--- src/ipv4_fragment_tracker_macros.svh ---
// assertion macros for the ipv4 fragment tracker
// used at the end of the top level, expects i_clk and i_rst_n in scope
`ifndef IPV4_FRAGMENT_TRACKER_MACROS_SVH
`define IPV4_FRAGMENT_TRACKER_MACROS_SVH

// same-cycle implication, held off during reset
`define IFT_ASSERT_NOW(lbl, ante, cons, msg) \
    lbl: assert property (@(posedge i_clk) disable iff (!i_rst_n) (ante) |-> (cons)) \
        else $error(msg);

// next-cycle implication, held off during reset
`define IFT_ASSERT_NEXT(lbl, ante, cons, msg) \
    lbl: assert property (@(posedge i_clk) disable iff (!i_rst_n) (ante) |=> (cons)) \
        else $error(msg);

`endif

--- src/ift_pkg.sv ---
// shared types and constants for the ipv4 fragment tracker
// no dependencies; used by ift_front, ift_engine and the top level
package ift_pkg;

    localparam int SLOTS_DEF = 8;
    localparam int SLOT_W    = 4;
    localparam int IN_W      = 32;
    localparam int OUT_W     = 56;

    localparam logic [16:0] UNKNOWN_TOTAL = 17'h1FFFF;
    localparam logic [19:0] RECV_MAX      = 20'hFFFFF;

    typedef enum logic [2:0] {
        ST_HELD     = 3'd0,
        ST_DUP      = 3'd1,
        ST_TOO_MANY = 3'd2,
        ST_HOLE     = 3'd3,
        ST_COMPLETE = 3'd4
    } t_status;

    typedef enum logic [1:0] {
        K_CLEAR = 2'd0,
        K_FIRST = 2'd1,
        K_LAST  = 2'd2,
        K_MID   = 2'd3
    } t_kind;

    typedef struct packed {
        t_kind       kind;
        logic [15:0] ofs;
        logic [15:0] len;
        logic [16:0] end_ofs;
    } t_frag;

endpackage

--- src/ipv4_fragment_tracker.sv ---
// top level of the ipv4 fragment tracker: classifying front, fragment queue, tracking engine
// depends on ift_pkg, ift_front, ift_engine and ipv4_fragment_tracker_macros.svh
//
// channel | dir | tdata (low bit up)                              | tuser       | tlast
// s_axis  | in  | frag_word[15:0], payload_len[31:16]             | func        | -
// m_axis  | out | slot[3:0], piece_offset[19:4], piece_len[35:20],| status[2:0] | last
//         |     | total_payload[52:36], zero fill[55:53]          |             |
//
// a plain fragment is taken by the engine once it is idle and the result register is free
// on completion: a setup state, a backward walk of one slot per cycle, then the result
// words, or a single hole word if the walk fails, each once the result register is free
// the two-entry fragment queue keeps accepting words while the engine walks or waits, until full
// synchronous active-low reset clears all slots and the queue, no clearing pass
module ipv4_fragment_tracker #(
    parameter int SLOTS = ift_pkg::SLOTS_DEF
) (
    input  logic                      i_clk,
    input  logic                      i_rst_n,
    input  logic                      s_axis_tvalid,
    output logic                      s_axis_tready,
    input  logic [ift_pkg::IN_W-1:0]  s_axis_tdata,   // frag_word, payload_len
    input  logic [0:0]                s_axis_tuser,   // func
    output logic                      m_axis_tvalid,
    input  logic                      m_axis_tready,
    output logic [ift_pkg::OUT_W-1:0] m_axis_tdata,   // slot, piece_offset, piece_len, total_payload
    output logic [2:0]                m_axis_tuser,   // status
    output logic                      m_axis_tlast    // last
);
    import ift_pkg::*;

    t_frag frag;
    logic  frag_valid;
    logic  frag_pop;

    ift_front u_front (
        .i_clk         (i_clk),
        .i_rst_n       (i_rst_n),
        .s_axis_tvalid (s_axis_tvalid),
        .s_axis_tready (s_axis_tready),
        .s_axis_tdata  (s_axis_tdata),
        .s_axis_tuser  (s_axis_tuser),
        .o_frag        (frag),
        .o_frag_valid  (frag_valid),
        .i_frag_pop    (frag_pop)
    );

    ift_engine #(
        .SLOTS (SLOTS)
    ) u_engine (
        .i_clk         (i_clk),
        .i_rst_n       (i_rst_n),
        .i_frag        (frag),
        .i_frag_valid  (frag_valid),
        .o_frag_pop    (frag_pop),
        .m_axis_tvalid (m_axis_tvalid),
        .m_axis_tready (m_axis_tready),
        .m_axis_tdata  (m_axis_tdata),
        .m_axis_tuser  (m_axis_tuser),
        .m_axis_tlast  (m_axis_tlast)
    );

`include "ipv4_fragment_tracker_macros.svh"

    // engine only takes a fragment that the queue holds
    `IFT_ASSERT_NOW(a_pop_valid, frag_pop, frag_valid, "fragment popped from empty queue")
    // anything but a completion is a single word
    `IFT_ASSERT_NOW(a_single, m_axis_tvalid && (m_axis_tuser != ST_COMPLETE), m_axis_tlast, "non-completion word without last")
    // the final piece is always the last fragment
    `IFT_ASSERT_NOW(a_tail_slot, m_axis_tvalid && m_axis_tlast && (m_axis_tuser == ST_COMPLETE), m_axis_tdata[3:0] == 4'd1, "completion does not end at slot one")
    // pieces of a completion follow each other without gaps
    `IFT_ASSERT_NEXT(a_burst, m_axis_tvalid && m_axis_tready && (m_axis_tuser == ST_COMPLETE) && !m_axis_tlast, m_axis_tvalid, "gap inside a completion burst")

endmodule

--- src/ift_front.sv ---
// front end: takes input words, classifies each fragment and queues it
// depends on ift_pkg
module ift_front (
    input  logic                  i_clk,
    input  logic                  i_rst_n,
    input  logic                  s_axis_tvalid,
    output logic                  s_axis_tready,
    input  logic [ift_pkg::IN_W-1:0] s_axis_tdata,
    input  logic [0:0]            s_axis_tuser,
    output ift_pkg::t_frag        o_frag,
    output logic                  o_frag_valid,
    input  logic                  i_frag_pop
);
    import ift_pkg::*;

    localparam int QD = 2;

    t_frag       r_q [QD];
    logic        r_wp;
    logic        r_rp;
    logic [1:0]  r_cnt;
    t_frag       n_frag;
    logic        push;

    always_comb begin
        n_frag.ofs     = {s_axis_tdata[12:0], 3'b000};
        n_frag.len     = s_axis_tdata[31:16];
        n_frag.end_ofs = {1'b0, n_frag.ofs} + {1'b0, n_frag.len};
        if (s_axis_tuser[0]) begin
            n_frag.kind = K_CLEAR;
        end else if (n_frag.ofs == 16'd0) begin
            n_frag.kind = K_FIRST;
        end else if (!s_axis_tdata[13]) begin
            n_frag.kind = K_LAST;
        end else begin
            n_frag.kind = K_MID;
        end
    end

    assign s_axis_tready = (r_cnt < 2'(QD));
    assign push          = s_axis_tvalid && s_axis_tready;
    assign o_frag        = r_q[r_rp];
    assign o_frag_valid  = (r_cnt != 2'd0);

    always_ff @(posedge i_clk) begin
        if (!i_rst_n) begin
            r_wp  <= 1'b0;
            r_rp  <= 1'b0;
            r_cnt <= 2'd0;
        end else begin
            if (push) begin
                r_wp <= ~r_wp;
            end
            if (i_frag_pop) begin
                r_rp <= ~r_rp;
            end
            r_cnt <= r_cnt + 2'(push) - 2'(i_frag_pop);
        end
    end

    always_ff @(posedge i_clk) begin
        if (push) begin
            r_q[r_wp] <= n_frag;
        end
    end

endmodule

--- src/ift_engine.sv ---
// back end: slot store, duplicate check, backward walk and result register
// depends on ift_pkg
module ift_engine #(
    parameter int SLOTS = ift_pkg::SLOTS_DEF
) (
    input  logic                   i_clk,
    input  logic                   i_rst_n,
    input  ift_pkg::t_frag         i_frag,
    input  logic                   i_frag_valid,
    output logic                   o_frag_pop,
    output logic                   m_axis_tvalid,
    input  logic                   m_axis_tready,
    output logic [ift_pkg::OUT_W-1:0] m_axis_tdata,
    output logic [2:0]             m_axis_tuser,
    output logic                   m_axis_tlast
);
    import ift_pkg::*;

    localparam int IW = $clog2(SLOTS);
    localparam int CW = $clog2(SLOTS + 1);

    typedef enum logic [5:0] {
        S_IDLE  = 6'b000001,
        S_START = 6'b000010,
        S_WALK  = 6'b000100,
        S_HEAD  = 6'b001000,
        S_EMIT  = 6'b010000,
        S_FAIL  = 6'b100000
    } t_state;

    t_state         r_state;
    logic [SLOTS-1:0] r_valid;
    logic [15:0]    r_off [SLOTS];
    logic [15:0]    r_len [SLOTS];
    logic [CW-1:0]  r_next;
    logic [16:0]    r_exp;
    logic [19:0]    r_recv;

    logic [SLOTS-1:0] r_used;
    logic [IW-1:0]  r_chain [SLOTS];
    logic [CW-1:0]  r_ccnt;
    logic [IW-1:0]  r_i;
    logic [IW-1:0]  r_n;
    logic           r_moved;
    logic [16:0]    r_ofs;

    logic           r_ovalid;
    t_status        r_ostatus;
    logic [SLOT_W-1:0] r_oslot;
    logic [15:0]    r_ooff;
    logic [15:0]    r_olen;
    logic [16:0]    r_otot;
    logic           r_olast;

    logic           out_free;
    logic           pop;
    logic [SLOTS-1:0] dup_hit;
    logic [IW-1:0]  chain_top;
    logic [IW-1:0]  rd_idx;
    logic [15:0]    rd_off;
    logic [15:0]    rd_len;
    logic           hit;
    logic           n_store;
    logic           n_clear;
    logic           n_emit;
    t_status        n_status;
    logic [IW-1:0]  n_widx;
    logic [20:0]    recv_sum;
    logic [19:0]    n_recv;
    logic [16:0]    n_exp;
    logic           n_complete;
    logic           clr;

    assign out_free   = !r_ovalid || m_axis_tready;
    assign pop        = (r_state == S_IDLE) && i_frag_valid && out_free;
    assign o_frag_pop = pop;

    // one compare lane per slot for middle fragment duplicates
    always_comb begin
        for (int i = 0; i < SLOTS; i++) begin
            dup_hit[i] = r_valid[i] && (CW'(i) < r_next) && (r_off[i] == i_frag.ofs);
        end
    end

    assign chain_top = r_chain[IW'(r_ccnt - CW'(1))];
    assign rd_idx    = (r_state == S_EMIT) ? chain_top : r_i;
    assign rd_off    = r_off[rd_idx];
    assign rd_len    = r_len[rd_idx];
    assign hit       = !r_used[rd_idx] && (({1'b0, rd_off} + {1'b0, rd_len}) == r_ofs);

    assign recv_sum = {1'b0, r_recv} + {5'd0, i_frag.len};
    assign n_recv   = recv_sum[20] ? RECV_MAX : recv_sum[19:0];
    assign n_exp    = (i_frag.kind == K_LAST) ? i_frag.end_ofs : r_exp;

    always_comb begin
        n_store  = 1'b0;
        n_clear  = 1'b0;
        n_emit   = 1'b0;
        n_status = ST_HELD;
        n_widx   = '0;
        unique case (i_frag.kind)
            K_CLEAR: begin
                n_clear = 1'b1;
            end
            K_FIRST: begin
                if (r_valid[0]) begin
                    n_emit   = 1'b1;
                    n_status = ST_DUP;
                end else begin
                    n_store = 1'b1;
                end
            end
            K_LAST: begin
                if (r_valid[1]) begin
                    n_clear  = 1'b1;
                    n_emit   = 1'b1;
                    n_status = ST_TOO_MANY;
                end else begin
                    n_store = 1'b1;
                    n_widx  = IW'(1);
                end
            end
            K_MID: begin
                if (|dup_hit) begin
                    n_emit   = 1'b1;
                    n_status = ST_DUP;
                end else if (r_next >= CW'(SLOTS)) begin
                    n_clear  = 1'b1;
                    n_emit   = 1'b1;
                    n_status = ST_TOO_MANY;
                end else begin
                    n_store = 1'b1;
                    n_widx  = r_next[IW-1:0];
                end
            end
            default: begin
                n_store = 1'b0;
            end
        endcase
        n_complete = n_store && (n_exp != UNKNOWN_TOTAL) && (n_recv == {3'd0, n_exp})
                     && (r_valid[0] || (i_frag.kind == K_FIRST));
        if (n_store && !n_complete) begin
            n_emit = 1'b1;
        end
    end

    assign clr = (pop && n_clear)
              || ((r_state == S_EMIT) && out_free && (r_ccnt == CW'(1)))
              || ((r_state == S_FAIL) && out_free);

    always_ff @(posedge i_clk) begin
        if (pop && n_store) begin
            r_off[n_widx] <= i_frag.ofs;
            r_len[n_widx] <= i_frag.len;
        end
    end

    always_ff @(posedge i_clk) begin
        if (!i_rst_n) begin
            r_state  <= S_IDLE;
            r_valid  <= '0;
            r_next   <= CW'(2);
            r_exp    <= UNKNOWN_TOTAL;
            r_recv   <= '0;
            r_ovalid <= 1'b0;
        end else begin
            if (m_axis_tready) begin
                r_ovalid <= 1'b0;
            end
            unique case (r_state)
                S_IDLE: begin
                    if (pop) begin
                        if (n_store) begin
                            r_valid[n_widx] <= 1'b1;
                            r_recv          <= n_recv;
                            r_exp           <= n_exp;
                            if (i_frag.kind == K_MID) begin
                                r_next <= r_next + CW'(1);
                            end
                        end
                        if (n_emit) begin
                            r_ovalid  <= 1'b1;
                            r_ostatus <= n_status;
                            r_oslot   <= '0;
                            r_ooff    <= '0;
                            r_olen    <= '0;
                            r_otot    <= '0;
                            r_olast   <= 1'b1;
                        end
                        if (n_complete) begin
                            r_state <= S_START;
                        end
                    end
                end
                S_START: begin
                    // chain starts at the last fragment
                    r_used     <= ~r_valid | (SLOTS'(1) << 1);
                    r_ofs      <= {1'b0, r_off[1]};
                    r_n        <= IW'(r_next - CW'(1));
                    r_i        <= IW'(r_next - CW'(1));
                    r_moved    <= 1'b0;
                    r_chain[0] <= IW'(1);
                    r_ccnt     <= CW'(1);
                    r_state    <= S_WALK;
                end
                S_WALK: begin
                    if (r_ofs == {1'b0, r_len[0]}) begin
                        r_state <= S_HEAD;
                    end else begin
                        if (hit) begin
                            r_used[r_i]                <= 1'b1;
                            r_chain[r_ccnt[IW-1:0]]    <= r_i;
                            r_ccnt                     <= r_ccnt + CW'(1);
                            r_ofs                      <= {1'b0, rd_off};
                        end
                        if (r_i == IW'(1)) begin
                            // end of a sweep: restart or give up
                            if (hit || r_moved) begin
                                r_i     <= r_n;
                                r_moved <= 1'b0;
                            end else begin
                                r_state <= S_FAIL;
                            end
                        end else begin
                            r_i     <= r_i - IW'(1);
                            r_moved <= r_moved | hit;
                        end
                    end
                end
                S_HEAD: begin
                    if (out_free) begin
                        r_ovalid  <= 1'b1;
                        r_ostatus <= ST_COMPLETE;
                        r_oslot   <= '0;
                        r_ooff    <= r_off[0];
                        r_olen    <= r_len[0];
                        r_otot    <= r_exp;
                        r_olast   <= 1'b0;
                        r_state   <= S_EMIT;
                    end
                end
                S_EMIT: begin
                    if (out_free) begin
                        r_ovalid  <= 1'b1;
                        r_ostatus <= ST_COMPLETE;
                        r_oslot   <= SLOT_W'(chain_top);
                        r_ooff    <= rd_off;
                        r_olen    <= rd_len;
                        r_otot    <= r_exp;
                        r_olast   <= (r_ccnt == CW'(1));
                        r_ccnt    <= r_ccnt - CW'(1);
                        if (r_ccnt == CW'(1)) begin
                            r_state <= S_IDLE;
                        end
                    end
                end
                S_FAIL: begin
                    if (out_free) begin
                        r_ovalid  <= 1'b1;
                        r_ostatus <= ST_HOLE;
                        r_oslot   <= '0;
                        r_ooff    <= '0;
                        r_olen    <= '0;
                        r_otot    <= '0;
                        r_olast   <= 1'b1;
                        r_state   <= S_IDLE;
                    end
                end
                default: begin
                    r_state <= S_IDLE;
                end
            endcase
            if (clr) begin
                r_valid <= '0;
                r_next  <= CW'(2);
                r_exp   <= UNKNOWN_TOTAL;
                r_recv  <= '0;
            end
        end
    end

    assign m_axis_tvalid = r_ovalid;
    assign m_axis_tdata  = {3'd0, r_otot, r_olen, r_ooff, r_oslot};
    assign m_axis_tuser  = r_ostatus;
    assign m_axis_tlast  = r_olast;

endmodule
--- config.mk ---
export PLATFORM = sky130hd
export DESIGN_NAME = ipv4_fragment_tracker
export DESIGN_NICKNAME = d
export VERILOG_FILES = /design/src/ift_pkg.sv /design/src/ipv4_fragment_tracker.sv /design/src/ift_front.sv /design/src/ift_engine.sv
export VERILOG_INCLUDE_DIRS = /design/src /design/src/src
export SDC_FILE = /design/constraint.sdc
export NUM_CORES = 1
export LEC_CHECK = 0
export ABC_AREA = 0
export ABC_CLOCK_PERIOD_IN_PS = 7400
export BUFFER_PORTS_ARGS = -buffer_cell sky130_fd_sc_hd__buf_4
export CELL_PAD_IN_SITES_DETAIL_PLACEMENT = 1
export CELL_PAD_IN_SITES_GLOBAL_PLACEMENT = 1
export CORE_ASPECT_RATIO = 0.8
export CORE_MARGIN = 1.5
export CORE_UTILIZATION = 40
export DETAILED_ROUTE_END_ITERATION = 6
export PLACE_DENSITY = 0.77
export SLEW_MARGIN = 20
export SYNTH_ARGS = -nofsm -noshare
export SYNTH_HDL_FRONTEND = slang
export SYNTH_SLANG_ARGS = --single-unit
--- constraint.sdc ---
create_clock -name i_clk -period 7.4 [get_ports i_clk]
set_clock_uncertainty 0.2 [all_clocks]
set_input_delay 0.37 -clock i_clk [delete_from_list [all_inputs] [get_ports i_clk]]
set_output_delay 0.37 -clock i_clk [all_outputs]
set_load 0.02 [all_outputs]
# ---- Word-level counts from Yosys, hierarchy flattened
# Memories as Yosys holds them, arrays and structs flattened. A register that Yosys moved wholly into a read port is not among the register bits.
# Index checks and enable logic that the tools add are counted.
dict set report totals {
  input_bits 37
  out_inout_bits 62
  word_cells 271
  ram_bits 376
  mem_count 4
  reg_bits 153
}
dict set report op_classes {
  n_reduce_logical 63
  n_addsub 10
  mux 114
  order_cmp 15
  bitwise_logic 7
  n_eq_ne 37
}
# name depth word_bits rd rd_ports_with_merged_regs wr line
set memory_table {}
lappend memory_table {u_engine.r_len 8 16 2 0 1 ift_engine.sv:34} ;# logic [15:0] r_len [SLOTS];
lappend memory_table {u_engine.r_off 8 16 9 0 1 ift_engine.sv:33} ;# logic [15:0] r_off [SLOTS];
lappend memory_table {u_front.r_q 2 48 1 1 1 ift_front.sv:18} ;# t_frag r_q [QD];
lappend memory_table {u_engine.r_chain 8 3 1 0 1 ift_engine.sv:40} ;# logic [IW-1:0] r_chain [SLOTS];
# cell count
set op_table {}
lappend op_table {{16-bit == test} 8}
lappend op_table {{16-bit case mux with 4 select lines} 2}
lappend op_table {{17-bit 2-to-1 mux} 7}
lappend op_table {{16-bit 2-to-1 mux} 7}
lappend op_table {{6-bit 2-to-1 mux} 9}
lappend op_table {{17-bit case mux with 3 select lines} 1}
lappend op_table {{1-bit 2-to-1 mux} 43}
lappend op_table {{3-bit 2-to-1 mux} 13}
lappend op_table {{6-bit case mux with 6 select lines} 1}
lappend op_table {{16-bit by 16-bit adder with 17-bit output} 2}
lappend op_table {{17-bit case mux with 2 select lines} 1}
lappend op_table {{1-bit logical AND} 31}
lappend op_table {{4-bit 2-to-1 mux} 7}
lappend op_table {{4-bit case mux with 3 select lines} 2}
lappend op_table {{20-bit by 16-bit adder with 21-bit output} 1}
lappend op_table {{20-bit by 17-bit == test with 1-bit output} 1}
lappend op_table {{20-bit 2-to-1 mux} 1}
lappend op_table {{2-bit by 1-bit != test with 1-bit output (second input constant)} 9}
lappend op_table {{3-bit case mux with 3 select lines} 2}
lappend op_table {{17-bit by 16-bit == test with 1-bit output} 1}
lappend op_table {{17-bit == test} 1}
lappend op_table {{17-bit != test (second input constant)} 1}
lappend op_table {{3-bit by 4-bit < comparator with 1-bit output (first input constant)} 4}
lappend op_table {{8-bit 2-to-1 mux} 2}
lappend op_table {{other kinds (54)} 89}

# ---- Logic depth before layout (Yosys ltp)
# Gate-level depths: netlist (run 1).
dict set report depth {
  word_depth 15
  ltp_mapped 28
  mapped_depth_nobuf 22
}

# ---- Modules after synthesis
# Synthesis (run 1) repeated with hierarchy kept, for this count alone.
dict set report hier_totals {
  cells_unflattened 2451
  hier_area_um2 26733.1
}
# mod cells_each area_per_inst_um2 instances seq_area_each_um2
set modules_own_cells {}
lappend modules_own_cells {ift_engine 2210 22655.5 1 12261.8}
lappend modules_own_cells {ift_front 241 4077.7 1 2802.7}

# ---- Least setup slack after synthesis (run 1)
# OpenSTA, ideal clock, no wires.
dict set report synth_timing {
  path_kind {register -> register}
  from {register u_engine.r_ccnt[0]}
  to {register u_engine.r_ofs[10] (enable)}
  t_arrival_ps 6886
  required_ps 6822
  n_path_buf 6
  path_stages_with_launch 27
  setup_time_ps 378
  path_slack_ps -64
  period_less_slack_ps 7464
  path_cell_list {edfxtp_1 buf_6 inv_1 ha_1 clkbuf_1 mux4_2 mux2i_1 mux2_2 clkbuf_1 clkbuf_1 clkbuf_1 nand2_1 nand2_1 a21oi_1 o21ai_0 ha_1 fa_1 xor2_1 a2111oi_0 o2111ai_1 or3_1 or4_1 or4_1 or4_1 buf_4 or2_2 nand2_1}
}
dict set report synth_via {
  elab_chain_len 9
  elab_cells_between_ends 13
  cone_classes {add/sub: 2; eq/ne: 2; mux: 3; reduce/logical: 3; memory: 3}
}
# item line
set synth_lines {}
lappend synth_lines {{start, declared} ift_engine.sv:41} ;# logic [CW-1:0] r_ccnt;
lappend synth_lines {{start signal, assigned} ift_engine.sv:213} ;# r_ccnt <= r_ccnt + CW'(1);
lappend synth_lines {{start signal, assigned} ift_engine.sv:251} ;# r_ccnt <= r_ccnt - CW'(1);
lappend synth_lines {{4-bit by 1-bit subtractor with 4-bit output *} ift_engine.sv:85} ;# assign chain_top = r_chain[IW'(r_ccnt - CW'(1))];
lappend synth_lines {{memory read 8 x 3 bit *} n/a}
lappend synth_lines {{3-bit 2-to-1 mux *} ift_engine.sv:86} ;# assign rd_idx = (r_state == S_EMIT) ? chain_top : r_i;
lappend synth_lines {{memory read 8 x 16 bit (tied with other cells)} n/a}
lappend synth_lines {{16-bit by 16-bit adder with 17-bit output / 1-bit 2-to-1 mux (equally long branches)} ift_engine.sv:89} ;# assign hit = !r_used[rd_idx] && (({1'b0, rd_off} + {1'b0, rd_len}) == r_ofs);
lappend synth_lines {{17-bit == test / 1-bit logical NOT (equally long branches)} ift_engine.sv:89}
lappend synth_lines {{1-bit logical AND *} ift_engine.sv:89}
lappend synth_lines {{2-bit by 1-bit != test with 1-bit output (no source line) *} n/a}
lappend synth_lines {{4-bit AND reduction (no source line) *} n/a}
lappend synth_lines {{end signal, assigned} ift_engine.sv:198} ;# r_ofs <= {1'b0, r_off[1]};
lappend synth_lines {{end signal, assigned} ift_engine.sv:214} ;# r_ofs <= {1'b0, rd_off};
lappend synth_lines {{end, declared} ift_engine.sv:45} ;# logic [16:0] r_ofs;
# Mark *: on every way between the ends. The rest lies on a longest branch, timed or not. The select of a mux whose other input is x is not followed.
# A chain may end at the register's enable or synchronous reset.

# ---- Worst setup path after layout (run 1)
dict set report layout_timing {
  from {register u_engine.r_state[0]}
  to {memory u_engine.r_chain[6][0] (netlist name) (enable)}
}
dict set report layout_via {
  elab_chain_len 13
  elab_cells_between_ends 23
  cone_classes {add/sub: 1; eq/ne: 4; mux: 13; reduce/logical: 3; memory: 2}
}
# item line
set layout_lines {}
lappend layout_lines {{start, declared} ift_engine.sv:31} ;# t_state r_state;
lappend layout_lines {{start signal, assigned} ift_engine.sv:160} ;# r_state <= S_IDLE;
lappend layout_lines {{start signal, assigned} ift_engine.sv:191} ;# r_state <= S_START;
lappend layout_lines {{start signal, assigned} ift_engine.sv:204} ;# r_state <= S_WALK;
lappend layout_lines {{6-bit by 5-bit == test with 1-bit output} ift_engine.sv:86}
lappend layout_lines {{3-bit 2-to-1 mux} ift_engine.sv:86}
lappend layout_lines {{memory read 8 x 16 bit (tied with other cells)} n/a}
lappend layout_lines {{16-bit by 16-bit adder with 17-bit output / 1-bit 2-to-1 mux (equally long branches)} ift_engine.sv:89}
lappend layout_lines {{17-bit == test / 1-bit logical NOT (equally long branches)} ift_engine.sv:89}
lappend layout_lines {{1-bit logical AND} ift_engine.sv:89}
lappend layout_lines {{1-bit 2-to-1 mux} ift_engine.sv:210} ;# if (hit) begin
lappend layout_lines {{1-bit 2-to-1 mux} ift_engine.sv:207} ;# if (r_ofs == {1'b0, r_len[0]}) begin
lappend layout_lines {{1-bit 2-to-1 mux} ift_engine.sv:170} ;# unique case (r_state)
lappend layout_lines {{1-bit 2-to-1 mux} ift_engine.sv:159} ;# if (!i_rst_n) begin
lappend layout_lines {{1-bit 2-to-1 mux (implied by the code)} ift_engine.sv:212} ;# r_chain[r_ccnt[IW-1:0]] <= r_i;
lappend layout_lines {{3-bit OR reduction (no source line)} n/a}
lappend layout_lines {{3-bit 2-to-1 mux (no source line) / 1-bit 2-to-1 mux (equally long branches)} n/a}
lappend layout_lines {{end, declared} ift_engine.sv:40}
# Several ways; a longest one is shown, not always the timed one. The select of a mux whose other input is x is not followed.

==> results of run 1 <==
worst paths after layout:
check                      start                endpoint  slack, ps
max reg2reg  u_engine.r_state[0]  u_engine.r_chain[6][0]        350
min reg2reg   u_engine.r_recv[7]      u_engine.r_recv[7]        300
max          u_engine.r_state[0]  u_engine.r_chain[6][0]        350
min                m_axis_tready  u_engine.m_axis_tvalid         50
stage by stage:
| step | cell area, um^2 | util |
|---|---|---|
| after floorplan | 24200 | - |
| after global placement | 26400 | 0.442 |
| after detailed placement | 26400 | 0.442 |
| after CTS | 28300 | 0.474 |
| after global routing | 28400 | 0.475 |
| final | 28400 | 0.475 |
metal layers:
metal,GRT usage,vias to the layer above
met2,0.399,657
li1,-,8205
met3,0.0530,122
met4,0.0666,0
met1,0.342,9289
met5,0,-
registers in the layout, summed over array words and instances, names as in the netlist, 4 cells and up, named ones only:
name,cells
u_engine.r_ooff,13
u_engine.r_ofs,13
u_engine.r_ccnt,4
u_engine.r_olen,16
u_engine.r_off,104
u_engine.r_valid,8
u_engine.r_len,128
u_engine.r_used,8
u_engine.r_recv,20
u_engine.r_chain,24
u_front.r_q,90
u_engine.r_next,4
u_engine.r_state,6
u_engine.r_otot,17
u_engine.r_exp,17
kinds of logic (layout without fill, tap and decap cells):
| family | count (synthesis) | in the layout | synth area share |
|---|---|---|---|
| AO/OA/AOI/OAI | 418 | 418 | 0.115 |
| XOR/XNOR | 174 | 174 | 0.0629 |
| adder cells (fa/ha/maj) | 54 | 54 | 0.0288 |
| buffers and inverters | 161 | 375 | 0.0281 |
| flip-flops | 492 | 492 | 0.585 |
| multiplexers | 64 | 64 | 0.0326 |
| other | 1 | 7 | 0.000155 |
| AND/OR/NAND/NOR | 769 | 769 | 0.148 |
what timing repair did:
action / 4_1_cts / 5_1_grt
hold buffers: 32 / 0
setup endpoints to repair: 65 / 80
endpoints found under the hold margin: 67 / 0
gates resized for setup: 4 / 14
power by group:
group          leakage [uW]  switching, uW  internal [uW]  total [uW]
registers           0.00442            244           3510        3750
logic               0.00521           1760            913        2670
clock network      0.000778           1110           1440        2540
worst max-delay path, delay by kind of cell, from the launching register on:
family,cells,cell delay [ps]
flip-flops,1,360
multiplexers,1,310
adder cells (fa/ha/maj),1,360
buffers and inverters,5,950
AO/OA/AOI/OAI,5,1120
AND/OR/NAND/NOR,9,3390
final cells by class:
type                       count  area share
timing repair buffer         231      0.0672
clock inverter                22     0.00744
sequential                   492       0.499
inverter                      51     0.00674
multi-input combinational   1486       0.337
clock buffer                  71      0.0486
tap                          779      0.0343
layout by cell type (no fill, tap or decap), types with 8 or more instances in the layout:
| cell | netlist | routed |
|---|---|---|
| sky130_fd_sc_hd__nor4_1 | 23 | 23 |
| sky130_fd_sc_hd__mux2i_2 | 13 | 13 |
| sky130_fd_sc_hd__nand4_1 | 37 | 37 |
| sky130_fd_sc_hd__edfxtp_1 | 431 | 431 |
| sky130_fd_sc_hd__o211ai_1 | 23 | 23 |
| sky130_fd_sc_hd__nand2_1 | 347 | 346 |
| sky130_fd_sc_hd__a311oi_1 | 13 | 12 |
| sky130_fd_sc_hd__mux2i_1 | 25 | 23 |
| sky130_fd_sc_hd__clkinv_1 | 3 | 10 |
| sky130_fd_sc_hd__and2_1 | 23 | 22 |
| sky130_fd_sc_hd__a21oi_1 | 133 | 130 |
| sky130_fd_sc_hd__buf_4 | 9 | 192 |
| sky130_fd_sc_hd__or3_1 | 16 | 16 |
| sky130_fd_sc_hd__mux2_2 | 20 | 18 |
| sky130_fd_sc_hd__a211o_1 | 8 | 8 |
| sky130_fd_sc_hd__dlygate4sd3_1 | 0 | 32 |
| sky130_fd_sc_hd__nand2b_1 | 9 | 9 |
| sky130_fd_sc_hd__dfxtp_1 | 61 | 60 |
| sky130_fd_sc_hd__and3_1 | 11 | 11 |
| sky130_fd_sc_hd__o21a_1 | 9 | 9 |
| sky130_fd_sc_hd__a31oi_1 | 8 | 8 |
| sky130_fd_sc_hd__o21ai_0 | 76 | 69 |
| sky130_fd_sc_hd__clkbuf_16 | 0 | 51 |
| sky130_fd_sc_hd__xnor2_1 | 76 | 76 |
| sky130_fd_sc_hd__a22o_1 | 32 | 32 |
| sky130_fd_sc_hd__xor2_1 | 98 | 97 |
| sky130_fd_sc_hd__ha_1 | 51 | 50 |
| sky130_fd_sc_hd__clkbuf_1 | 73 | 17 |
| sky130_fd_sc_hd__a21o_1 | 20 | 20 |
| sky130_fd_sc_hd__clkinv_2 | 0 | 8 |
| sky130_fd_sc_hd__nor2_1 | 116 | 109 |
| sky130_fd_sc_hd__inv_1 | 48 | 48 |
| sky130_fd_sc_hd__a211oi_1 | 17 | 17 |
| sky130_fd_sc_hd__nand3_1 | 101 | 101 |
| sky130_fd_sc_hd__nor2b_1 | 10 | 9 |
| sky130_fd_sc_hd__nor3_1 | 37 | 36 |
==> out/results.tsv, run 1 <==
metric	value	unit
chain of cells forming the critical path	or4_4, nor2_4, mux2i_4, buf_12, buf_4, buf_4, nand2_1, a21oi_1, a21oi_1, o21ai_0, ha_1, a2111oi_1, buf_4, o2111ai_1, or3_1, or4_1, or4_4, or4_1, buf_4, or3_4, nor2_1	
Total Power	8970	uW
routed length on met1	34300	um
worst hold path cell count	3	
post-route non-filler standard cell count	3132	
NumNets Final	2403	
most used standard cell by instance count after synthesis	sky130_fd_sc_hd__edfxtp_1	
total grt overflow	0	
area inside the core boundary	59800	um^2
area share of the leading cell type in the synthesized netlist	0.535	
outcome	complete, no violations	
uppermost routed layer	met4	
area of the die	62000	um^2
RSZ-0062 raised after global routing	false	
initial antenna violation count	0	
clock sink total	492	
normalized max-slew margin	0.296	
vias in the first global route	19000	
Worst setup SP type	register	
clock buffers created by TritonCTS	50	
routed length on met3	5760	um
drt total wl	77700	um
Gate Count Post-Synth	2133	
largest incremental delay on the critical path	580	ps
count of distinct cell types in the synthesized netlist	88	
number of max-slew violations in the final report	0	
average footprint of a synthesized cell	11.4	um^2
final-report setup violation count	0	
DR pass1 iterations	5	
number of warnings printed during yosys synthesis	0	
clock root cell	sky130_fd_sc_hd__clkbuf_16	
Setup Total Neg Slack	0	ps
width of the chip	278	um
global-route wire length before repair	117000	um
detailed router's first-iteration violation count	1602	
Placement Setup Slack	-137	ps
overall global routing resource usage	0.249	
nature of the critical path endpoint	register	
P per Cell Area	316	nW/um^2
Port-buffer cells	89	
Vert. Die Dim	223	um
storage element area	14200	um^2
class of the most critical hold timing path	in2reg	
clock tree from TritonCTS	done	
placed insts	3006	
source-to-sink clock delay at the later pin of the worst-skew pair	610	ps
Wirelength per Cell	24.8	um
Final ANT Viol Nets	0	
number of enable flip-flop cells after synthesis	431	
Slew @ Worst Pin	1040	ps
half-perimeter wire length after placement	54400	um
synth top area cells	sky130_fd_sc_hd__edfxtp_1 (53%), sky130_fd_sc_hd__nand2_1 (5.4%), sky130_fd_sc_hd__dfxtp_1 (5.0%)	
Met2 Routed Length	35600	um
combined area of the multi-input logic cells	9570	um^2
part of the Yosys area used for sequential elements	0.585	
fraction of final layout cells sized beyond drive strength 1	0.153	
starting density of the core	0.405	
depth of the worst register-to-register path	21	
final routed DRC violation total	0	
maximum vdd ir drop	0.220	mV
via-per-instance ratio	5.83	
fraction of the cycle the final worst path needs	0.953	
largest area contributor in the netlist	sky130_fd_sc_hd__edfxtp_1	
number of buffers on the longest clock path	3	
post-layout minimum cycle time	7050	ps
leakage power figure	0.0104	uW
number of hold violations in the final report	0	
minimum setup slack in the final design	346	ps
Placement Rows	80	
number of levels the H-tree was split into	2	
Post-synth top cells	sky130_fd_sc_hd__edfxtp_1 (431), sky130_fd_sc_hd__nand2_1 (347), sky130_fd_sc_hd__a21oi_1 (133), sky130_fd_sc_hd__nor2_1 (116), sky130_fd_sc_hd__nand3_1 (101)	
Post-Syn Area	24200	um^2
Req. time, crit path	7470	ps
clock-pin slew on the worst setup and hold paths	60	ps
type of the worst setup path	reg2reg	
synthesis-to-finish area growth	17.3	%
final estimated routing congestion in global placement	0.904	
boundary pin count	99	
crit path DAT	7120	ps
cell repeated most along the worst path	sky130_fd_sc_hd__buf_4	
maximum clock frequency	0.142	GHz
diode insertion count for antenna repair	0	
Max Cap Viol	0	
number of synthesized register bits	492	
vias	18300	
peak fanout along the critical path	20	
ys flop type	sky130_fd_sc_hd__edfxtp_1	
largest net degree at the start of global routing	46	
Hold Slack	46.8	ps
Post-CTS Setup Inserts	0	
fillcell total	6370	
cell with the biggest individual delay on the critical path	sky130_fd_sc_hd__or4_4	
Synth async-reset ratio	0	
Note: power is estimated with default switching activity, not from simulation.
==> inputs of run 2 (changes only) <==
ABC_CLOCK_PERIOD_IN_PS = 6000   (was 7400)
CORE_ASPECT_RATIO = default   (was 0.8)
HOLD_SLACK_MARGIN = 0.1   (was default)
clock period = 6 ns   (was 7.4 ns; I/O delays follow)
==> out/results.tsv, run 2 (synthesis gave the netlist of run 1 again) <==
metric	value	unit
crit path DAT	6720	ps
placed insts	3088	
source-to-sink clock delay at the later pin of the worst-skew pair	630	ps
outcome	complete, but fails checks	
Req. time, crit path	6110	ps
width of the chip	249	um
half-perimeter wire length after placement	58200	um
Port-buffer cells	89	
detailed router's first-iteration violation count	1688	
final-report setup violation count	81	
largest net degree at the start of global routing	46	
nature of the critical path endpoint	register	
clock-pin slew on the worst setup and hold paths	60	ps
commonest non-fill, non-tap cells in the layout	sky130_fd_sc_hd__edfxtp_1 (431), sky130_fd_sc_hd__nand2_1 (334), sky130_fd_sc_hd__buf_4 (276)	
diode insertion count for antenna repair	0	
Setup Total Neg Slack	-41450	ps
fraction of the cycle the final worst path needs	1.10	
Max Cap Viol	0	
via-per-instance ratio	5.95	
final estimated routing congestion in global placement	0.961	
largest reg by FF count	u_engine.r_len	
total grt overflow	0	
Total Power	11700	uW
starting density of the core	0.403	
Wirelength per Cell	26.4	um
violations in the final reports	setup timing	
area of the die	62000	um^2
vias in the first global route	20500	
drt total wl	85900	um
overall global routing resource usage	0.273	
clock tree from TritonCTS	done	
post-layout minimum cycle time	6610	ps
number of buffers on the longest clock path	3	
cell with the biggest individual delay on the critical path	sky130_fd_sc_hd__or4_4	
Placement Rows	90	
post-route standard cell area excluding fillers	30400	um^2
initial antenna violation count	2	
class of the most critical hold timing path	in2reg	
type of the worst setup path	reg2reg	
clock sink total	492	
synthesis-to-finish area growth	25.5	%
Vert. Die Dim	249	um
DR pass1 iterations	5	
peak fanout along the critical path	10	
global-route wire length before repair	129000	um
normalized max-slew margin	0.312	
most common cell after layout, fill and taps aside	sky130_fd_sc_hd__edfxtp_1	
Post-DP Area	27200	um^2
maximum vdd ir drop	0.238	mV
NumNets Final	2525	
Final ANT Viol Nets	0	
vias	19400	
cell repeated most along the worst path	sky130_fd_sc_hd__or4_4	
Worst setup SP type	register	
post-route non-filler standard cell count	3260	
flip-flop count of the largest register after layout	128	
fraction of final layout cells sized beyond drive strength 1	0.232	
number of max-slew violations in the final report	0	
clock root cell	sky130_fd_sc_hd__clkbuf_16	
largest incremental delay on the critical path	530	ps
P per Cell Area	384	nW/um^2
Slew @ Worst Pin	1020	ps
RSZ-0062 raised after global routing	true	
maximum clock frequency	0.151	GHz
leakage power figure	0.0113	uW
CP bufs+invs	4	
number of hold violations in the final report	0	
boundary pin count	99	
clock buffers created by TritonCTS	54	
number of levels the H-tree was split into	2	
chain of cells forming the critical path	inv_2, ha_4, mux4_2, mux2i_4, mux2_4, buf_6, nand2_1, nand2_4, a21oi_4, o21ai_2, ha_2, fa_2, xor2_2, a2111oi_4, o2111ai_1, or3_1, or4_4, or4_4, or4_4, buf_4, or2_4, buf_12, nand2_8	
biggest registers after layout	u_engine.r_len x128, u_engine.r_off x104, u_front.r_q x90	
minimum setup slack in the final design	-614	ps
area inside the core boundary	60100	um^2
cell family contributing the most delay on the critical path	simple AND/OR/NAND/NOR gates	
final routed DRC violation total	0	
post-layout utilization of the core	0.505	
[run 2: worst paths after layout]
kind	slack, ps	cells after the start	end	startpoint
worst max-delay path	-610	23	u_engine.r_used[6]	u_engine.r_ccnt[1]
worst min-delay path	240	2	u_front.r_q[1][19]	s_axis_tdata[18]
worst max register to register	-610	23	u_engine.r_used[6]	u_engine.r_ccnt[1]
worst min register to register	310	2	u_engine.r_recv[15]	u_engine.r_recv[15]
[run 2: metrics by stage]
stage | hold slack, ps | worst slack, ps
after CTS | 207 | -491
after global placement | 287 | -869
after detailed placement | 294 | -1150
after global routing | 230 | -722
final | 237 | -614
after floorplan | 199 | -539
[run 2: area by class of cell]
type / count / area (um^2)
Clock buffer: 59 / 1430
Timing Repair Buffer: 345 / 3050
Tap cell: 782 / 978
Inverter: 51 / 191
Clock inverter: 41 / 469
Sequential cell: 492 / 14200
Multi-Input combinational cell: 1490 / 10100
Fill cell: 6293 / 29700
[run 2: metal layers]
layer | wire, um | part of all wire | track usage
met3 | 5700 | 0.066 | 0.0344
met4 | 4140 | 0.048 | 0.128
met2 | 41500 | 0.48 | 0.459
met1 | 34600 | 0.40 | 0.352
met5 | 0 | 0 | 0
[run 2: where the power goes]
part	switching, uW	internal [uW]	leakage (uW)
clock network	1480	2120	0.000924
logic	2240	1190	0.00597
registers	297	4330	0.00441
total	4020	7630	0.0113
[run 2: repair_timing]
| action | CTS | global route |
|---|---|---|
| setup endpoints to repair | 82 | 82 |
| endpoints found under the hold margin | 106 | 0 |
| hold buffers | 34 | 0 |
| gates resized for setup | 98 | 25 |
| cloned | 8 | 1 |
| buffers inserted | 23 | 9 |
| pin swaps | 18 | 16 |
==> inputs of run 3 (changes only) <==
PLACE_DENSITY = 0.74   (was 0.77)
==> out/results.tsv, run 3 (synthesis gave the netlist of run 1 again) <==
metric	value	unit
NumNets Final	2518	
type of the worst setup path	reg2reg	
overall global routing resource usage	0.256	
clock buffers created by TritonCTS	52	
Port-buffer cells	89	
flip-flop count of the largest register after layout	128	
post-layout utilization of the core	0.500	
via-per-instance ratio	5.83	
peak fanout along the critical path	8	
P per Cell Area	382	nW/um^2
largest reg by FF count	u_engine.r_len	
diode insertion count for antenna repair	0	
commonest non-fill, non-tap cells in the layout	sky130_fd_sc_hd__edfxtp_1 (431), sky130_fd_sc_hd__nand2_1 (341), sky130_fd_sc_hd__buf_4 (275)	
drt total wl	82400	um
Post-DP Area	27100	um^2
layer carrying the most global-route usage	met2	
initial antenna violation count	0	
half-perimeter wire length after placement	58200	um
final estimated routing congestion in global placement	0.925	
synthesis-to-finish area growth	24.3	%
DR pass1 iterations	5	
starting density of the core	0.403	
nature of the critical path endpoint	register	
area of the die	62000	um^2
violations in the final reports	setup timing	
boundary pin count	99	
number of hold violations in the final report	0	
Final ANT Viol Nets	0	
clock-pin slew on the worst setup and hold paths	60	ps
post-layout minimum cycle time	6550	ps
most common cell after layout, fill and taps aside	sky130_fd_sc_hd__edfxtp_1	
normalized max-slew margin	0.408	
met3 GRT Util	0.0304	
GR met2 Demand/Resource	0.433	
source-to-sink clock delay at the later pin of the worst-skew pair	620	ps
outcome	complete, but fails checks	
number of levels the H-tree was split into	2	
minimum setup slack in the final design	-552	ps
fraction of final layout cells sized beyond drive strength 1	0.216	
Max Cap Viol	0	
vias	19000	
maximum clock frequency	0.153	GHz
RSZ-0062 raised after global routing	true	
number of buffers on the longest clock path	3	
worst hold path cell count	2	
biggest registers after layout	u_engine.r_len x128, u_engine.r_off x104, u_front.r_q x90	
crit path DAT	6660	ps
Vert. Die Dim	249	um
CP Launch Point	u_engine.r_ccnt[0]	
placed insts	3090	
Setup Total Neg Slack	-37110	ps
vias in the first global route	19700	
area inside the core boundary	60100	um^2
Worst setup SP type	register	
fraction of the cycle the final worst path needs	1.09	
Wirelength per Cell	25.3	um
worst reg2reg setup slack	-550	ps
met1 GRT Util	0.339	
clock sink total	492	
Placement Rows	90	
destination of the critical timing path	u_engine.r_chain[4][2]	
class of the most critical hold timing path	in2reg	
Req. time, crit path	6100	ps
post-route standard cell area excluding fillers	30100	um^2
largest net degree at the start of global routing	46	
worst reg2reg endpoint	u_engine.r_chain[4][2]	
width of the chip	249	um
post-route non-filler standard cell count	3252	
maximum vdd ir drop	0.237	mV
Slew @ Worst Pin	888	ps
leakage power figure	0.0112	uW
beginning of the worst register-to-register path	u_engine.r_ccnt[0]	
clock tree from TritonCTS	done	
final routed DRC violation total	0	
clock root cell	sky130_fd_sc_hd__clkbuf_16	
detailed router's first-iteration violation count	1463	
global-route wire length before repair	122000	um
depth of the worst register-to-register path	20	
fillcell total	6299	
final-report setup violation count	81	
number of max-slew violations in the final report	0	
total grt overflow	0	
==> run 3: cell count changes in the layout (fill, tap and decap cells not counted), moves of 4 or more <==
cell	before	now
sky130_fd_sc_hd__o21ai_2	18	10
sky130_fd_sc_hd__clkbuf_1	1	11
sky130_fd_sc_hd__a21oi_4	7	3
sky130_fd_sc_hd__buf_12	22	17
sky130_fd_sc_hd__nand2_2	8	4
sky130_fd_sc_hd__clkinvlp_4	8	3
sky130_fd_sc_hd__o21ai_1	8	17
sky130_fd_sc_hd__nand2_1	334	341
sky130_fd_sc_hd__clkinv_2	15	9
==> run 3: worst min-delay path by stage <==
stage	to	startpoint	slack (ps)
6_report	u_front.r_q[0][17]	s_axis_tdata[16]	230
5_1_grt	u_front.r_q[0][17]	s_axis_tdata[16]	240
4_1_cts	u_front.r_q[0][17]	s_axis_tdata[16]	200
3_5_place_dp	u_engine.r_recv[12]	u_engine.r_recv[12]	290
3_3_place_gp	u_engine.r_recv[0]	u_engine.r_recv[0]	290
2_1_floorplan	u_front.r_q[0][17]	s_axis_tdata[16]	200
==> run 3: per-stage QoR <==
step / total power (uW) / worst slack (ps) / hold WS, ps
after global placement: 7880 / -835 / 286
after detailed placement: 7990 / -1040 / 295
after global routing: 11900 / -707 / 242
after CTS: 11500 / -516 / 202
after floorplan: 6700 / -539 / 199
final: 11500 / -552 / 233
==> run 3: layout make-up <==
type	instances	area (um^2)	share of cell area
inverters	51	191	0.00636
clock inverters	32	428	0.0142
well taps	782	978	0.0325
multi-input cells	1488	9960	0.331
repair buffers	342	2980	0.0989
clock buffers	65	1390	0.0463
flip-flops and latches	492	14200	0.471
==> run 3: critical path, stage by stage, from the launching register on <==
cell	delay, ps
sky130_fd_sc_hd__edfxtp_1	420
sky130_fd_sc_hd__inv_2	110
sky130_fd_sc_hd__ha_4	230
sky130_fd_sc_hd__mux4_2	260
sky130_fd_sc_hd__mux2i_4	100
sky130_fd_sc_hd__buf_6	150
sky130_fd_sc_hd__mux2i_4	350
sky130_fd_sc_hd__buf_4	270
sky130_fd_sc_hd__nand2_1	70
sky130_fd_sc_hd__a21oi_1	150
sky130_fd_sc_hd__a21oi_1	50
sky130_fd_sc_hd__o21ai_0	460
sky130_fd_sc_hd__ha_1	390
sky130_fd_sc_hd__a2111oi_4	320
sky130_fd_sc_hd__o2111ai_1	140
sky130_fd_sc_hd__or3_1	310
sky130_fd_sc_hd__or4_1	420
sky130_fd_sc_hd__or4_4	570
sky130_fd_sc_hd__or4_4	510
sky130_fd_sc_hd__or3_4	480
sky130_fd_sc_hd__nor3b_4	280
==> run 3: where the power goes <==
part | switching, uW | total, uW | internal [uW] | leakage [uW]
Sequential | 297 | 4620 | 4330 | 0.00441
Combinational | 2210 | 3400 | 1190 | 0.00588
Clock | 1410 | 3490 | 2080 | 0.000882
Total | 3920 | 11500 | 7590 | 0.0112
==> run 3: what timing repair did <==
| action | CTS | global route |
|---|---|---|
| pin swaps | 6 | 7 |
| cloned | 0 | 4 |
| endpoints found under the hold margin | 100 | 0 |
| hold buffers | 34 | 0 |
| resized for setup | 35 | 64 |
| endpoints found under the setup margin | 82 | 82 |
| setup buffers | 3 | 25 |
==> run 3: metal layers <==
layer  part of all wire  up-vias  routed length, um
met5                  0        -                  0
met4              0.039        0               3240
met3              0.063      149               5190
met2               0.49      725              40200
met1               0.41     9617              33800
li1                   -     8464                  -
